File: config.mk
export PLATFORM = sky130hd
export DESIGN_NAME = lccf_seq
export DESIGN_NICKNAME = d
export VERILOG_FILES = /design/src/hw/rtl/lccf_pkg.sv /design/src/hw/rtl/lccf_seq.sv
export SDC_FILE = /design/constraint.sdc
export NUM_CORES = 1
export LEC_CHECK = 0
export ABC_CLOCK_PERIOD_IN_PS = 1000
export BUFFER_PORTS_ARGS = -buffer_cell sky130_fd_sc_hd__buf_2
export CAP_MARGIN = 20
export CELL_PAD_IN_SITES_DETAIL_PLACEMENT = 0
export CELL_PAD_IN_SITES_GLOBAL_PLACEMENT = 1
export CORE_AREA = 2 2 39 41
export DETAILED_ROUTE_END_ITERATION = 12
export DIE_AREA = 0 0 41 43
export PLACE_DENSITY = 0.6
export SLEW_MARGIN = 20
export SYNTH_ARGS = -nofsm -noshare
export SYNTH_HDL_FRONTEND = slang
export SYNTH_SLANG_ARGS = --single-unit
export TNS_END_PERCENT = 100
File: constraint.sdc
create_clock -name clock -period 1 [get_ports clock]
set_input_delay 0.15 -clock clock [delete_from_list [all_inputs] [get_ports clock]]
set_output_delay 0.15 -clock clock [all_outputs]
set_load 0.01 [all_outputs]
File: src/hw/rtl/lccf_pkg.sv
// ----------------------------------------------------------------------------
// lccf_pkg
// Shared sizes, register indexes and control types of the leader cluster
// center finder.
// ----------------------------------------------------------------------------
package lccf_pkg;

   localparam int COORD_BITS  = 16;
   localparam int MAX_DIM     = 4;
   localparam int MAX_CENTERS = 256;

   localparam int DIM_W      = (MAX_DIM > 1) ? $clog2(MAX_DIM) : 1;
   localparam int CNT_W      = $clog2(MAX_CENTERS + 1);
   localparam int CTR_W      = $clog2(MAX_CENTERS);
   localparam int RAM_DEPTH  = MAX_CENTERS * MAX_DIM;
   localparam int ADDR_W     = $clog2(RAM_DEPTH);
   localparam int SQ_W       = 2 * COORD_BITS;
   localparam int ACC_W      = SQ_W + DIM_W;
   localparam int DIMS_W     = 3;
   localparam int RADIUS_W   = 36;
   localparam int CMP_W      = (ACC_W > RADIUS_W) ? ACC_W : RADIUS_W;
   localparam int REQ_DATA_W = ((COORD_BITS + 7) / 8) * 8;
   localparam int RSP_DATA_W = ((CNT_W + 7) / 8) * 8;
   localparam int RSP_USER_W = 2;

   localparam int REG_IDX_W  = 1;
   localparam int CSR_DATA_W = RADIUS_W;

   localparam logic [REG_IDX_W-1:0] REG_DIMENSIONS = 1'b0;
   localparam logic [REG_IDX_W-1:0] REG_RADIUS     = 1'b1;

   localparam logic [DIMS_W-1:0] DIMS_RESET = 3'd2;

   typedef struct packed {
      logic in_ready;
      logic clr_scan;
      logic issue;
      logic latch;
      logic store;
      logic emit;
   } ctl_type;

   typedef struct packed {
      logic point_done;
      logic table_empty;
      logic scan_more;
      logic pipe_busy;
      logic no_store;
      logic copy_more;
   } sts_type;

endpackage

File: src/hw/rtl/lccf_seq.sv
// ----------------------------------------------------------------------------
// lccf_seq
// Microcode sequencer: a step counter walks a small control store, and each
// control word drives the datapath and picks the next step on one condition.
// ----------------------------------------------------------------------------
module lccf_seq (
   input  logic             clock,
   input  logic             reset,
   input  lccf_pkg::sts_type sts,
   input  logic             out_busy,
   output lccf_pkg::ctl_type ctl
);

   typedef enum logic [2:0] {
      ST_IDLE,
      ST_CHECK,
      ST_SCAN,
      ST_DRAIN,
      ST_DECIDE,
      ST_STORE,
      ST_EMIT
   } step_type;

   typedef enum logic [2:0] {
      C_ALWAYS,
      C_NOT_DONE,
      C_EMPTY,
      C_SCAN_MORE,
      C_PIPE_BUSY,
      C_NO_STORE,
      C_COPY_MORE,
      C_OUT_BUSY
   } cond_type;

   typedef struct packed {
      lccf_pkg::ctl_type ctl;
      cond_type          cond;
      step_type          jump_to;
      step_type          next_to;
   } uword_type;

   function automatic uword_type ucode(input step_type s);
      uword_type w;
      w         = '0;
      w.cond    = C_ALWAYS;
      w.jump_to = ST_IDLE;
      w.next_to = ST_IDLE;
      unique case (s)
         ST_IDLE: begin
            w.ctl.in_ready = 1'b1;
            w.ctl.clr_scan = 1'b1;
            w.cond         = C_NOT_DONE;
            w.jump_to      = ST_IDLE;
            w.next_to      = ST_CHECK;
         end
         ST_CHECK: begin
            w.cond    = C_EMPTY;
            w.jump_to = ST_DECIDE;
            w.next_to = ST_SCAN;
         end
         ST_SCAN: begin
            w.ctl.issue = 1'b1;
            w.cond      = C_SCAN_MORE;
            w.jump_to   = ST_SCAN;
            w.next_to   = ST_DRAIN;
         end
         ST_DRAIN: begin
            w.cond    = C_PIPE_BUSY;
            w.jump_to = ST_DRAIN;
            w.next_to = ST_DECIDE;
         end
         ST_DECIDE: begin
            w.ctl.latch = 1'b1;
            w.cond      = C_NO_STORE;
            w.jump_to   = ST_EMIT;
            w.next_to   = ST_STORE;
         end
         ST_STORE: begin
            w.ctl.store = 1'b1;
            w.cond      = C_COPY_MORE;
            w.jump_to   = ST_STORE;
            w.next_to   = ST_EMIT;
         end
         ST_EMIT: begin
            w.ctl.emit = 1'b1;
            w.cond     = C_OUT_BUSY;
            w.jump_to  = ST_EMIT;
            w.next_to  = ST_IDLE;
         end
         default: begin
            w.cond    = C_ALWAYS;
            w.jump_to = ST_IDLE;
         end
      endcase
      return w;
   endfunction

   step_type  pc_ff;
   step_type  pc_in;
   uword_type word;
   logic      taken;

   always_comb begin
      word = ucode(pc_ff);
      unique case (word.cond)
         C_ALWAYS:    taken = 1'b1;
         C_NOT_DONE:  taken = !sts.point_done;
         C_EMPTY:     taken = sts.table_empty;
         C_SCAN_MORE: taken = sts.scan_more;
         C_PIPE_BUSY: taken = sts.pipe_busy;
         C_NO_STORE:  taken = sts.no_store;
         C_COPY_MORE: taken = sts.copy_more;
         C_OUT_BUSY:  taken = out_busy;
         default:     taken = 1'b1;
      endcase
      pc_in = taken ? word.jump_to : word.next_to;
   end

   always_ff @(posedge clock) begin
      if (reset) begin
         pc_ff <= ST_IDLE;
      end else begin
         pc_ff <= pc_in;
      end
   end

   assign ctl = word.ctl;

endmodule

==> out/results.txt <==
Die ar. -> 1760 um2
Cell area after synthesis -> 283 um2
Crit-path cells -> buf_6, nor3_4, buf_2
CP Capture Type -> output port
Largest net degree at the start of global routing -> 8
Detail Route Antenna Nets -> 0
Peak VDD IR -> 0.000673 V
Top cell family by delay on the critical path -> flip-flops
Cell taking the most area after synthesis -> dfxtp_1
R2R depth -> 5
Unrepaired setup endpoints after global routing -> yes
Core area -> 1380 um2
DRT iter0 DRCs -> 1
Xor-xnor portion of the synthesized cell area -> 0%
Clk buf depth -> 2
Drt pass-1 iters -> 4
Crit path buf inv count -> 2
#FFs+latches synth -> 3
Seq/Total Area, Yosys -> 21.2%
Synth Flop Type -> dfxtp_1
Largest family of logic cells by synthesized area -> compound AO/OA/AOI/OAI gates
Switching Fraction -> 36.9%
HPWL Detailed -> 571 um
Finish-stage setup viols -> 9
GRT overflow -> 0
Clk pwr share -> 22.7%
Chip width -> 41 um
Port Buffers -> 14
Fin worst setup slack -> -180 ps
First-pass GRT wire length -> 1280 um
Synth Net Count -> 44
Worst-margin pin slew -> 285 ps
Clock transition at the registers of the reported paths -> 40 ps
Status -> complete, but fails checks
Fmax -> 847 MHz
Leak Pwr -> 0.219 nW
Final min period -> 1180 ps
Worst-Skew Late Latency -> 230 ps
CP arrival -> 1030 ps
Post-synthesis adder-cell area fraction -> 0%
Fin area -> 528 um2
MaxCap Viol Count -> 0
Synth Area in Compound Gates -> 26.5%
Commonest cells in the netlist -> 4 x mux2i_1, 3 x dfxtp_1, 3 x nor3_1, 3 x o22ai_1
Min-delay src -> reset
Vias/cell -> 4.57
Cell count after synthesis -> 35
Worst slew margin -> 80.7%
Routed via count -> 338
Tcrit/Tclk final -> 118%
Violated checks -> setup timing
Multi-input gate area -> 253 um2
Fin nets -> 68
Number of global-route vias before repair -> 317
Post-synth top area share -> 21.2%
CTS H-tree depth -> 1
Place WS -> -144 ps
# fillers -> 144
Num CTS Buffers -> 3
CP Data Required Time -> 850 ps
Rows -> 14
Hold Vio Cnt, Final -> 0
Most common cell in the netlist -> mux2i_1
Total Wirelength -> 847 um
Number of flops mapped to enable cells by yosys -> 0
Post-synth ARST share -> 0%
Initial antenna violation count -> 0
Gr usage total -> 10.8%
Clk_skew -> 1.82 ps
Starting Density -> 20.4%
Die Span Y -> 43 um
Post-synthesis mux area share -> 14.2%
CP max stage cell -> dfxtp_4
Count of cell types in the netlist -> 23
Warnings, synthesis -> 0
ANT cells -> 0
CTS tree -> yes
Syn Area/Cell -> 8.08 um2
Reg area -> 71.3 um2
WL/cell -> 11.4 um
Hold depth -> 2
Layout cells sized above 1 -> 75.9%
Startpoint types -> flip-flop
DRC viols -> 0
# IOs -> 15
P_sw -> 0.000344 W
Routability congestion estimate -> 0.751
CTS Sinks -> 3
Pint -> 0.000588 W
Root Driver -> clkbuf_4
CP max FO -> 6
Combinational fraction of design power -> 54.1%
Crit Path Category -> reg2out
Placed Area -> 393 um2
Hold Path Class -> in2reg
Synth top area cells -> dfxtp_1 21%, mux2i_1 14%, o22ai_1 6.6%
Final Max Tran Viols -> 0
Sequential share of power -> 23.2%
Area delta synth->final -> 86.7%
PD cells -> 1770 nW/um2
Reg-to-reg slack, setup -> -140 ps
Slowest stage delay, CP -> 370 ps
Post-synthesis simple-gate area fraction -> 24.8%
metal layers:
metal	GRT usage (%)	routed length, um	vias to the layer above
li1	-	-	174
met1	14.0	379	155
met2	15.3	420	9
met3	3.14	46	0
met4	6.00	0	0
met5	0	0	-
layout make-up:
type | instances | area share [%]
clock buffer | 4 | 4.98
tap | 16 | 3.79
sequential | 3 | 13.5
multi-input combinational | 26 | 47.9
timing repair buffer | 22 | 26.8
inverter | 3 | 3.08
per-stage QoR:
step,power [W],TNS (ps),util (%),hold WS [ps],cells
finish,0.000932,-1230,38.2,144,74
global route,0.00101,-1740,38.2,135,74
CTS,0.000863,-1350,33.9,120,74
detailed placement,0.000557,-427,28.4,370,67
global placement,0.000562,-405,28.4,370,67
floorplan,0.000456,0,-,216,35
how the worst max path moves through the flow:
stage          depth (start not counted)        to  slack (ps)  startpoint
6_report                               3    ctl[5]        -180   flip-flop
5_1_grt                                3    ctl[4]        -220   flip-flop
4_1_cts                                3    ctl[5]        -190    pc_ff[0]
3_5_place_dp                           3  pc_ff[0]        -140   flip-flop
3_3_place_gp                           3  pc_ff[0]        -100   flip-flop
2_1_floorplan                          2    ctl[0]           7   flip-flop
worst register-to-register path: cells and delay by family (launching register included):
| kind | cells | cell delay [ps] |
|---|---|---|
| buffers and inverters | 2 | 260 |
| multiplexers | 1 | 170 |
| AO/OA/AOI/OAI | 2 | 210 |
| flip-flops | 1 | 390 |
power by group through the flow:
stage / logic (W) / registers (W) / clock network [W]
2_1_floorplan: 0.000286 / 0.000170 / 0
3_3_place_gp: 0.000353 / 0.000209 / 0
3_5_place_dp: 0.000351 / 0.000207 / 0
4_1_cts: 0.000438 / 0.000200 / 0.000226
5_1_grt: 0.000544 / 0.000223 / 0.000244
6_report: 0.000504 / 0.000216 / 0.000212
placed cells by master, fill, tap and decap left out, types with 2 or more instances in the layout:
master,n
nor2_2,2
mux2i_1,3
buf_6,3
buf_2,14
nor3_4,2
buf_4,5
dfxtp_4,3
nand2b_4,2
o22ai_1,2
clkbuf_4,3
inv_4,2
cell families (layout without fill, tap and decap cells):
group | count (synthesis) | after routing
flops | 3 | 3
compound gates | 10 | 10
mux | 4 | 4
simple gates | 12 | 12
buf+inv | 6 | 29
what timing repair did:
| item | in CTS | in global routing |
|---|---|---|
| pin swaps | 3 | 5 |
| setup endpoints to repair | 9 | 9 |
| resized for setup | 11 | 14 |
| hold buffers | 0 | 0 |
| buffers inserted | 3 | 0 |
Power figures use the tool's default switching activity.
